==> src/design/tfb_pkg.sv <==
`timescale 1ns / 1ps

package tfb_pkg;

  localparam int QUEUE_DEPTH = 4;
  localparam int QUEUE_AW = $clog2(QUEUE_DEPTH);
  localparam int QUEUE_CW = $clog2(QUEUE_DEPTH + 1);

  localparam logic [7:0] CFG_CTRL_FIRST = 8'd0;
  localparam logic [7:0] CFG_CTRL_SECOND = 8'd1;
  localparam logic [7:0] CFG_SRC_PORT = 8'd2;
  localparam logic [7:0] CFG_DST_PORT = 8'd3;

  localparam logic [7:0] RST_CTRL_FIRST = 8'h07;
  localparam logic [7:0] RST_CTRL_SECOND = 8'h0b;
  localparam logic [7:0] RST_SRC_PORT = 8'd21;
  localparam logic [7:0] RST_DST_PORT = 8'd21;

  localparam logic [2:0] HDR_CTRL_FIRST = 3'd0;
  localparam logic [2:0] HDR_CTRL_SECOND = 3'd1;
  localparam logic [2:0] HDR_SRC_PORT = 3'd2;
  localparam logic [2:0] HDR_DST_PORT = 3'd3;
  localparam logic [2:0] HDR_LENGTH = 3'd4;

  typedef struct packed {
    logic [7:0] payload_byte;
    logic [7:0] payload_count;
    logic       last_byte;
  } in_word_t;

  typedef struct packed {
    logic [7:0] frame_byte;
    logic       frame_end;
  } out_word_t;

  typedef struct packed {
    in_word_t word;
    logic     first;
  } q_entry_t;

  typedef struct packed {
    logic [7:0] ctrl_first;
    logic [7:0] ctrl_second;
    logic [7:0] sport;
    logic [7:0] dst_port;
  } hdr_cfg_t;

  typedef struct packed {
    logic     push;
    q_entry_t entry;
  } q_push_t;

  typedef struct packed {
    logic     empty;
    logic     full;
    q_entry_t head;
  } q_status_t;

  typedef enum logic [3:0] {
    PH_HEAD = 4'b0001,
    PH_DATA = 4'b0010,
    PH_SUMH = 4'b0100,
    PH_SUML = 4'b1000
  } phase_t;

endpackage

==> src/design/tfb_front.sv <==
`timescale 1ns / 1ps

module tfb_front (
  input  logic              clk,
  input  logic              rst_n,
  input  logic              cfg_valid,
  output logic              cfg_ready,
  input  logic [7:0]        cfg_index,
  input  logic [7:0]        cfg_data,
  input  logic              in_valid,
  output logic              in_ready,
  input  tfb_pkg::in_word_t in_word,
  input  logic              q_full,
  output tfb_pkg::q_push_t  q_push,
  output tfb_pkg::hdr_cfg_t hdr_cfg
);

  tfb_pkg::hdr_cfg_t cfg_r, cfg_nxt;
  logic              in_pkt_r, in_pkt_nxt;
  logic              accept;

  assign cfg_ready = 1'b1;
  assign in_ready = !q_full;
  assign accept = in_valid && in_ready;
  assign hdr_cfg = cfg_r;

  // A word is the first of its packet when no packet is open on the input side.
  assign q_push.push = accept;
  assign q_push.entry.word = in_word;
  assign q_push.entry.first = !in_pkt_r;

  always_comb begin
    cfg_nxt = cfg_r;
    in_pkt_nxt = in_pkt_r;
    if (cfg_valid) begin
      case (cfg_index)
        tfb_pkg::CFG_CTRL_FIRST: cfg_nxt.ctrl_first = cfg_data;
        tfb_pkg::CFG_CTRL_SECOND: cfg_nxt.ctrl_second = cfg_data;
        tfb_pkg::CFG_SRC_PORT: cfg_nxt.sport = cfg_data;
        tfb_pkg::CFG_DST_PORT: cfg_nxt.dst_port = cfg_data;
        default: cfg_nxt = cfg_r;
      endcase
    end
    if (accept) begin
      in_pkt_nxt = !in_word.last_byte;
    end
  end

  always_ff @(posedge clk) begin
    if (!rst_n) begin
      cfg_r.ctrl_first <= tfb_pkg::RST_CTRL_FIRST;
      cfg_r.ctrl_second <= tfb_pkg::RST_CTRL_SECOND;
      cfg_r.sport <= tfb_pkg::RST_SRC_PORT;
      cfg_r.dst_port <= tfb_pkg::RST_DST_PORT;
      in_pkt_r <= 1'b0;
    end else begin
      cfg_r <= cfg_nxt;
      in_pkt_r <= in_pkt_nxt;
    end
  end

endmodule

==> src/design/tfb_queue.sv <==
`timescale 1ns / 1ps

module tfb_queue (
  input  logic               clk,
  input  logic               rst_n,
  input  tfb_pkg::q_push_t   q_push,
  input  logic               pop,
  output tfb_pkg::q_status_t q_status
);

  tfb_pkg::q_entry_t                  mem_r [tfb_pkg::QUEUE_DEPTH];
  logic [tfb_pkg::QUEUE_AW-1:0]       wptr_r, wptr_nxt;
  logic [tfb_pkg::QUEUE_AW-1:0]       rptr_r, rptr_nxt;
  logic [tfb_pkg::QUEUE_CW-1:0]       count_r, count_nxt;
  logic                               do_push, do_pop;

  assign q_status.empty = (count_r == '0);
  assign q_status.full = (count_r == tfb_pkg::QUEUE_CW'(tfb_pkg::QUEUE_DEPTH));
  assign q_status.head = mem_r[rptr_r];

  assign do_push = q_push.push && !q_status.full;
  assign do_pop = pop && !q_status.empty;

  always_comb begin
    wptr_nxt = wptr_r;
    rptr_nxt = rptr_r;
    count_nxt = count_r;
    if (do_push) begin
      wptr_nxt = wptr_r + 1'b1;
    end
    if (do_pop) begin
      rptr_nxt = rptr_r + 1'b1;
    end
    case ({do_push, do_pop})
      2'b10: count_nxt = count_r + 1'b1;
      2'b01: count_nxt = count_r - 1'b1;
      default: count_nxt = count_r;
    endcase
  end

  always_ff @(posedge clk) begin
    if (do_push) begin
      mem_r[wptr_r] <= q_push.entry;
    end
  end

  always_ff @(posedge clk) begin
    if (!rst_n) begin
      wptr_r <= '0;
      rptr_r <= '0;
      count_r <= '0;
    end else begin
      wptr_r <= wptr_nxt;
      rptr_r <= rptr_nxt;
      count_r <= count_nxt;
    end
  end

endmodule

==> src/design/tfb_back.sv <==
`timescale 1ns / 1ps

module tfb_back (
  input  logic               clk,
  input  logic               rst_n,
  input  tfb_pkg::hdr_cfg_t  hdr_cfg,
  input  tfb_pkg::q_status_t q_status,
  output logic               pop,
  output logic               out_valid,
  input  logic               out_ready,
  output tfb_pkg::out_word_t out_word
);

  tfb_pkg::phase_t    phase_r, phase_nxt;
  logic [2:0]         hdr_idx_r, hdr_idx_nxt;
  logic [15:0]        sum_r, sum_nxt;
  logic               odd_r, odd_nxt;
  logic               out_valid_r, out_valid_nxt;
  tfb_pkg::out_word_t out_word_r, out_word_nxt;
  tfb_pkg::q_entry_t  head;
  logic               emit;
  logic               take_data;
  logic               mix_en;
  logic [7:0]         mix_byte;
  logic [7:0]         hdr_byte;

  assign head = q_status.head;
  assign out_valid = out_valid_r;
  assign out_word = out_word_r;

  assign emit = !q_status.empty && (!out_valid_r || out_ready);
  assign take_data = (phase_r == tfb_pkg::PH_DATA) ||
                     ((phase_r == tfb_pkg::PH_HEAD) && !head.first);

  always_comb begin
    case (hdr_idx_r)
      tfb_pkg::HDR_CTRL_FIRST: hdr_byte = hdr_cfg.ctrl_first;
      tfb_pkg::HDR_CTRL_SECOND: hdr_byte = hdr_cfg.ctrl_second;
      tfb_pkg::HDR_SRC_PORT: hdr_byte = hdr_cfg.sport;
      tfb_pkg::HDR_DST_PORT: hdr_byte = hdr_cfg.dst_port;
      default: hdr_byte = head.word.payload_count;
    endcase
  end

  always_comb begin
    phase_nxt = phase_r;
    hdr_idx_nxt = hdr_idx_r;
    sum_nxt = sum_r;
    odd_nxt = odd_r;
    out_valid_nxt = out_valid_r && !out_ready;
    out_word_nxt = out_word_r;
    pop = 1'b0;
    mix_en = 1'b0;
    mix_byte = head.word.payload_byte;
    if (emit) begin
      out_valid_nxt = 1'b1;
      out_word_nxt.frame_end = 1'b0;
      if (take_data) begin
        mix_en = 1'b1;
        mix_byte = head.word.payload_byte;
        if (head.word.last_byte) begin
          phase_nxt = tfb_pkg::PH_SUMH;
        end else begin
          phase_nxt = tfb_pkg::PH_HEAD;
          pop = 1'b1;
        end
      end else begin
        case (phase_r)
          tfb_pkg::PH_HEAD: begin
            mix_en = 1'b1;
            mix_byte = hdr_byte;
            if (hdr_idx_r == tfb_pkg::HDR_LENGTH) begin
              phase_nxt = tfb_pkg::PH_DATA;
              hdr_idx_nxt = tfb_pkg::HDR_CTRL_FIRST;
            end else begin
              hdr_idx_nxt = hdr_idx_r + 3'd1;
            end
          end
          tfb_pkg::PH_SUMH: begin
            out_word_nxt.frame_byte = sum_r[15:8];
            phase_nxt = tfb_pkg::PH_SUML;
          end
          tfb_pkg::PH_SUML: begin
            out_word_nxt.frame_byte = sum_r[7:0];
            out_word_nxt.frame_end = 1'b1;
            phase_nxt = tfb_pkg::PH_HEAD;
            sum_nxt = '0;
            odd_nxt = 1'b0;
            pop = 1'b1;
          end
          default: begin
            phase_nxt = tfb_pkg::PH_HEAD;
            out_valid_nxt = out_valid_r && !out_ready;
          end
        endcase
      end
      if (mix_en) begin
        out_word_nxt.frame_byte = mix_byte;
        sum_nxt = sum_r ^ (odd_r ? {8'h00, mix_byte} : {mix_byte, 8'h00});
        odd_nxt = !odd_r;
      end
    end
  end

  always_ff @(posedge clk) begin
    if (!rst_n) begin
      phase_r <= tfb_pkg::PH_HEAD;
      hdr_idx_r <= tfb_pkg::HDR_CTRL_FIRST;
      sum_r <= '0;
      odd_r <= 1'b0;
      out_valid_r <= 1'b0;
    end else begin
      phase_r <= phase_nxt;
      hdr_idx_r <= hdr_idx_nxt;
      sum_r <= sum_nxt;
      odd_r <= odd_nxt;
      out_valid_r <= out_valid_nxt;
    end
  end

  always_ff @(posedge clk) begin
    out_word_r <= out_word_nxt;
  end

endmodule

==> src/design/transport_frame_builder_xor16_top.sv <==
`timescale 1ns / 1ps
// An accepted payload word is stored in the queue, and each frame byte is presented from an output register.
// A middle payload word yields one output byte, the first word of a packet six
// (five header bytes and the payload byte) and the last word three; the output sequencer
// drains one byte per cycle unless out_ready stalls it, while a four-word queue keeps the input
// side accepting until full. Reset is synchronous and active low; it empties the queue, closes any
// open packet and restores the header registers to their default values.

module transport_frame_builder_xor16_top (
  input  logic               clk,
  input  logic               rst_n,
  input  logic               cfg_valid,
  output logic               cfg_ready,
  input  logic [7:0]         cfg_index,
  input  logic [7:0]         cfg_data,
  input  logic               in_valid,
  output logic               in_ready,
  input  tfb_pkg::in_word_t  in_word,
  output logic               out_valid,
  input  logic               out_ready,
  output tfb_pkg::out_word_t out_word
);

  tfb_pkg::q_push_t   q_push;
  tfb_pkg::q_status_t q_status;
  tfb_pkg::hdr_cfg_t  hdr_cfg;
  logic               pop;

  tfb_front u_front (
    .clk       (clk),
    .rst_n     (rst_n),
    .cfg_valid (cfg_valid),
    .cfg_ready (cfg_ready),
    .cfg_index (cfg_index),
    .cfg_data  (cfg_data),
    .in_valid  (in_valid),
    .in_ready  (in_ready),
    .in_word   (in_word),
    .q_full    (q_status.full),
    .q_push    (q_push),
    .hdr_cfg   (hdr_cfg)
  );

  tfb_queue u_queue (
    .clk      (clk),
    .rst_n    (rst_n),
    .q_push   (q_push),
    .pop      (pop),
    .q_status (q_status)
  );

  tfb_back u_back (
    .clk       (clk),
    .rst_n     (rst_n),
    .hdr_cfg   (hdr_cfg),
    .q_status  (q_status),
    .pop       (pop),
    .out_valid (out_valid),
    .out_ready (out_ready),
    .out_word  (out_word)
  );

endmodule

==> config.mk <==
export PLATFORM = sky130hd
export DESIGN_NAME = transport_frame_builder_xor16_top
export DESIGN_NICKNAME = d
export VERILOG_FILES = /design/src/design/tfb_pkg.sv /design/src/design/tfb_front.sv /design/src/design/tfb_queue.sv /design/src/design/tfb_back.sv /design/src/design/transport_frame_builder_xor16_top.sv
export SDC_FILE = /design/constraint.sdc
export NUM_CORES = 1
export LEC_CHECK = 0
export ABC_AREA = 1
export CORE_MARGIN = 2
export CORE_UTILIZATION = 50
export CTS_CLUSTER_DIAMETER = 120
export DETAILED_ROUTE_END_ITERATION = 6
export DONT_BUFFER_PORTS = 1
export PLACE_DENSITY = 0.68
export SYNTH_ARGS = -nofsm -noshare
export SYNTH_HDL_FRONTEND = slang
export SYNTH_SLANG_ARGS = --single-unit
export TNS_END_PERCENT = 10
==> constraint.sdc <==
create_clock -name clk -period 2.1 [get_ports clk]
set_input_delay 0.42 -clock clk [delete_from_list [all_inputs] [get_ports clk]]
set_output_delay 0.42 -clock clk [all_outputs]
set_load 0.01 [all_outputs]
# Word-level counts from Yosys, hierarchy flattened
# Memory sizes are Yosys's and may differ from the RTL's. A register that Yosys moved wholly into a read port is not among the register bits.
# Cells that the tools add are included.
[classes]
bitwise_logic = 2
n_reduce_logical = 31
n_eq_ne = 16
muxes = 34
add_sub_neg = 5
[op_table]
columns = ["operator", "n"]
rows = [
  ["$mux W16", 4],
  ["$mux W8", 4],
  ["$pmux W8 S4", 1],
  ["$eq A8 B2 Y1 const B", 2],
  ["$pmux W8 S2", 1],
  ["$xor A16 B16 Y16", 1],
  ["$mux W1", 15],
  ["$reduce_and A2 Y1", 5],
  ["$mux W9", 1],
  ["$reduce_and A3 Y1", 3],
  ["$eq A8 B1 Y1 const B", 1],
  ["$logic_not A1 Y1", 8],
  ["$logic_not A8 Y1", 1],
  ["$mux W4", 2],
  ["$pmux W4 S2", 1],
  ["$add A3 B1 Y3 const B", 2],
  ["$eq A3 B2 Y1 const B", 2],
  ["$eq A3 B3 Y1 const B", 2],
  ["$logic_and A1 B1 Y1", 6],
  ["$logic_not A3 Y1", 2],
  ["$mux W3", 2],
  ["$pmux W3 S2", 1],
  ["$add A2 B1 Y2 const B", 2],
  ["$eq A4 B1 Y1 const B", 1],
  ["15 further kinds", 18],
]
[totals]
ram_bits = 72
output_inout_bits = 12
regBits = 74
n_memories = 1
[mem_list]
columns = ["memory", "depth", "width", "read_ports", "rd_ports_with_merged_regs", "wr", "line", "rtl"]
rows = [
  ["u_queue.mem_r", 4, 18, 1, 1, 1, "tfb_queue.sv:11", "tfb_pkg::q_entry_t mem_r [tfb_pkg::QUEUE_DEPTH];"],
]

# Logic depth before layout (Yosys ltp)
[logic_depth]
word_depth = 8
ltp_mapped = 16
mapped_depth_nobuf = 15

# Hierarchy
# Synthesis repeated with hierarchy kept, for this count alone.
[unflattened]
hier_cells = 793
hier_area_um2 = 7050.5
[modules_own_cells]
columns = ["module", "n_inst", "cells_per_inst", "area_per_inst_um2", "seq_area_each_um2"]
rows = [
  ["tfb_queue", 1, 244, 3270.6, 2342.2],
  ["tfb_back", 1, 334, 2203.4, 770.7],
  ["tfb_front", 1, 215, 1576.5, 660.6],
]

# Worst setup path after synthesis
# No wires, ideal clock.
[synth_timing]
path_kind = "register -> register"
from = "register (tool-made name)"
to = "register u_queue.count_r[2] in the netlist's numbering"
path_stages_with_launch = 15
path_buffers = 2
arrival_ns = 2.150
slack_ns = -0.172
t_required_ns = 1.978
path_cell_list = "dfxtp_1 buf_6 inv_6 buf_2 nor2_1 o22ai_1 nand2_1 nand3_1 inv_1 ha_1 fa_1 a21oi_1 o21ai_0 o21ai_0 a21oi_1"
[synth_rtl]
columns = ["element", "line", "rtl"]
rows = [
  ["to (signal assigned)", "tfb_queue.sv:55", "count_r <= count_nxt;"],
  ["to (decl)", "tfb_queue.sv:14", "logic [tfb_pkg::QUEUE_CW-1:0] count_r, count_nxt;"],
]

==> impl_summary.txt <==
----------------------------------------------------
[Synthesis]
  Cell variety after synth ... 39
  Xor-xnor portion of the synthesized cell area ... 0.134%
  Flop and latch count out of synthesis ... 148
  Synthesized netlist cell count ... 722
  Most used flip-flop cell after synthesis ... sky130_fd_sc_hd__edfxtp_1
  Per-instance average area after synthesis ... 9.06 µm²
  Asr flop ratio synth ... 0%
  Syn Std Cell Area ... about 6500 µm²
  Post-synth net total ... ~770
  Multiplexer area fraction after synthesis ... 0%
  Synth Warn # ... 0
  Largest family of logic cells by synthesized area ... simple AND/OR/NAND/NOR gates
  Post-synthesis sequential area ratio ... 57.7%
  Area fraction in compound gates after synthesis ... 9.62%
  Post-Synth Simple-Gate Area ... 24.1%
  Post-synth EDFFs ... 81
  Post-synthesis adder-cell area fraction ... 2.22%

[Routing]
  Count of nets left with antenna violations after detail routing ... 0
  DRT Pass-1 Iters ... 5
  Number of vias per cell after detailed routing ... 5.25
  Detailed Route Iter0 Violations ... 288
  Vias after detailed routing ... 4908
  Drc violations ... 0
  WL final ... between 10000 and 15000 µm
  Final routed wire length divided by cell count ... roughly 15 µm

[Setup path]
  Critical path capture point type ... flop
  Most frequent CP cell ... sky130_fd_sc_hd__o21ai_1
  Biggest fanout along the worst timing path ... 7
  Crit path max-delay cell type ... sky130_fd_sc_hd__dfxtp_4
  Arr. time, crit path ... 2.38 ns
  Worst Path Required ... approximately 2.4 ns
  Setup CP Type ... reg -> reg
  Critical-path cell list ... inv_6, buf_4, o21ai_1, o22ai_2, nand2_2, nand3_2, inv_2, ha_4, fa_2, a21oi_2, o21ai_2, o21ai_1, a21oi_1
  Highest cell delay on the worst timing path ... about 0.38 ns
  Launching element type of the critical path ... flop

[Status]
  Run status ... complete, no violations

[Die]
  DIE WIDTH ... between 100 and 150 µm
  Effective utilization at floorplan ... between 50% and 60%
  Cell row count ... 41
  Core Box Area ... 12700 µm²
  Ports ... 50
  Die Footprint ... 14000 µm²
  Die Span Y ... 118 µm

[STA]
  Final worst path period need ... 2.06 ns
  Share of the clock period used by the worst path after layout ... 98.1%
  Total negative slack ... 0 ns
  Setup repair after global routing missed its margin ... true
  Max Clk Rate ... slightly below 500 MHz
  Number of hold violations in the final report ... 0
  Final worst clock skew ... 0.00754 ns
  Worst hold margin ... 0.0719 ns
  Final setup violation count ... 0
  Number of slew-limit violations in the final report ... 0

[Clocking]
  Post-CTS clock slew at the launch and capture registers of the worst setup and hold paths ... around 0.060 ns
  Clock latency reported for the late side of the worst-skew pair ... around 0.43 ns
  Clock buffer depth ... 2
  CTS buffer count ... 17
  Cell at the root of the clock tree ... sky130_fd_sc_hd__clkbuf_16
  Htree depth ... 4
  CTS tree ... built
  TritonCTS sink count ... 148

[Power]
  Total power density per cell area ... 1450 nW/µm²
  Leakage power total ... 3.03 nW
  IR Drop Worst-Case VDD ... 0.672 mV

[Flow run]
  Max_cap viols ... 0

[Global route]
  Largest net degree at the start of global routing ... 43
  Leftover overflow at the end of global routing ... 0
  First-pass GRT wire length ... 23000 µm
  Antenna violations before repair ... 0
  Global router's overall resource usage ... 21.2%
  Number of global-route vias before repair ... about 4700

[Final layout]
  Layout cell share with drive strength beyond 1 ... 15.9%
  Nets ... 799
  N_diodes ... 0
  Layout Utilization ... 59.8%
  Synth-to-layout area growth ... 15.8%
  Post-layout instance area ... 7570 µm²

[Place]
  Placed cell areas ... 6830 µm²
  Number of port buffers ... 0
  Half-perimeter wire length after placement ... 9170 µm
  Final GP Congestion ... 0.852

[Min path]
  Classification of the worst-slack hold path ... in -> reg

----------------------------------------------------
## worst max-delay path, delay by kind of cell (launching register included)
| family | cells | cell delay [ns] |
|---|---|---|
| buffers and inverters | 3 | 0.23 |
| flip-flops | 1 | 0.38 |
| AND/OR/NAND/NOR | 2 | 0.16 |
| AO/OA/AOI/OAI | 6 | 0.64 |
| adder cells (fa/ha/maj) | 2 | 0.54 |
## per-stage QoR
stage	power, W	instances	setup WS, ns
finish	0.0109	935	0.0401
global route	0.0116	935	-0.0840
CTS	0.0109	929	0.0431
detailed placement	0.00748	896	-0.196
global placement	0.00739	896	-0.0887
floorplan	0.00657	722	0.0164
## routing by layer
metal  vias to the layer above  track usage (%)  part of all wire (%)  wire length (µm)
li1                       2455                -                     -                 -
met1                      2282             26.7                    44              6130
met2                       142             34.5                    48              6700
met3                        29             5.55                   6.2               867
met4                         0             9.04                   2.6               362
met5                         -                0                     0                 0
## cell usage after synthesis, types with 2 or more instances
cell type                    n  share of area [%]
sky130_fd_sc_hd__buf_6       5               0.86
sky130_fd_sc_hd__nor2_4      3               0.52
sky130_fd_sc_hd__inv_2       5               0.29
sky130_fd_sc_hd__dfxtp_1    67                 21
sky130_fd_sc_hd__o211ai_1    7               0.80
sky130_fd_sc_hd__nand3_2     7                1.1
sky130_fd_sc_hd__nand3_4     2               0.54
sky130_fd_sc_hd__buf_4       5               0.57
sky130_fd_sc_hd__nand2_2     8               0.77
sky130_fd_sc_hd__nor3b_1     2               0.23
sky130_fd_sc_hd__nor2_1     97                5.6
sky130_fd_sc_hd__o21ai_1     2               0.15
sky130_fd_sc_hd__edfxtp_1   81                 37
sky130_fd_sc_hd__nand3_1    46                3.5
sky130_fd_sc_hd__nand2_1   177                 10
sky130_fd_sc_hd__inv_1      51                2.9
sky130_fd_sc_hd__ha_1       10                1.9
sky130_fd_sc_hd__buf_2       6               0.46
sky130_fd_sc_hd__o21ai_0    55                4.2
sky130_fd_sc_hd__a21oi_2     2               0.27
sky130_fd_sc_hd__o22ai_1     3               0.29
sky130_fd_sc_hd__nand4_1    12                1.1
sky130_fd_sc_hd__a21oi_1    42                3.2
sky130_fd_sc_hd__clkbuf_1   10               0.57
sky130_fd_sc_hd__buf_1       3               0.17
## cell type report
type / instances / area (µm²)
clock buffer: 18 / 439
multi-input combinational: 486 / 2410
tap: 172 / 215
sequential: 148 / 3780
fill: 1094 / 5100
inverter: 59 / 231
clock inverter: 14 / 209
timing repair buffer: 38 / 285
## kinds of logic after synthesis
group,after synthesis
flops,148
other cells,1
simple gates,359
compound gates,114
fa+ha+maj,11
xor+xnor,1
buf+inv,88
## timing repair
| action | in CTS | in global routing |
|---|---|---|
| hold buffers | 0 | 0 |
| pin swaps | 2 | 8 |
| setup endpoints to repair | 2 | 1 |
| buffers inserted | 1 | 6 |
| resized for setup | 7 | 10 |
## layout by cell type, fill, tap and decap left out, types with 5 or more instances in the layout
cell and n:
sky130_fd_sc_hd__a21oi_1 41, sky130_fd_sc_hd__buf_4 38, sky130_fd_sc_hd__bufinv_16 5, sky130_fd_sc_hd__clkbuf_16 17, sky130_fd_sc_hd__dfxtp_1 63, sky130_fd_sc_hd__edfxtp_1 81, sky130_fd_sc_hd__ha_1 9, sky130_fd_sc_hd__inv_1 49
sky130_fd_sc_hd__inv_2 6, sky130_fd_sc_hd__nand2_1 172, sky130_fd_sc_hd__nand2_2 13, sky130_fd_sc_hd__nand3_1 45, sky130_fd_sc_hd__nand3_2 8, sky130_fd_sc_hd__nand4_1 12, sky130_fd_sc_hd__nor2_1 96, sky130_fd_sc_hd__o211ai_1 7
sky130_fd_sc_hd__o21ai_0 53
## path summary, 6_finish.rpt
path	slack, ns	to	cells past startpoint	start
max	0.04	u_queue.count_r[2]	13	flop
min	0.07	u_front.in_pkt_r	1	in_word[0]
max reg2reg	0.04	u_queue.count_r[2]	13	flop
min reg2reg	0.46	u_back.sum_r[3]	2	u_back.sum_r[3]
## state kept, by name, summed over array words and instances, names as in the netlist, named ones only
name              flops
u_back.phase_r        4
u_queue.rptr_r        2
u_queue.count_r       3
u_front.hdr_cfg      32
u_back.odd_r          1
u_back.sum_r         16
u_back.out_word       9
u_front.in_pkt_r      1
u_back.hdr_idx_r      3
u_back.out_valid      1
u_queue.mem_r        72
u_queue.wptr_r        2
## power by group
group          internal (W)  switching [W]  total [W]
logic               0.00128        0.00251    0.00379
registers           0.00362       0.000247    0.00386
clock network       0.00213        0.00116    0.00329
Power figures use the tool's default switching activity.
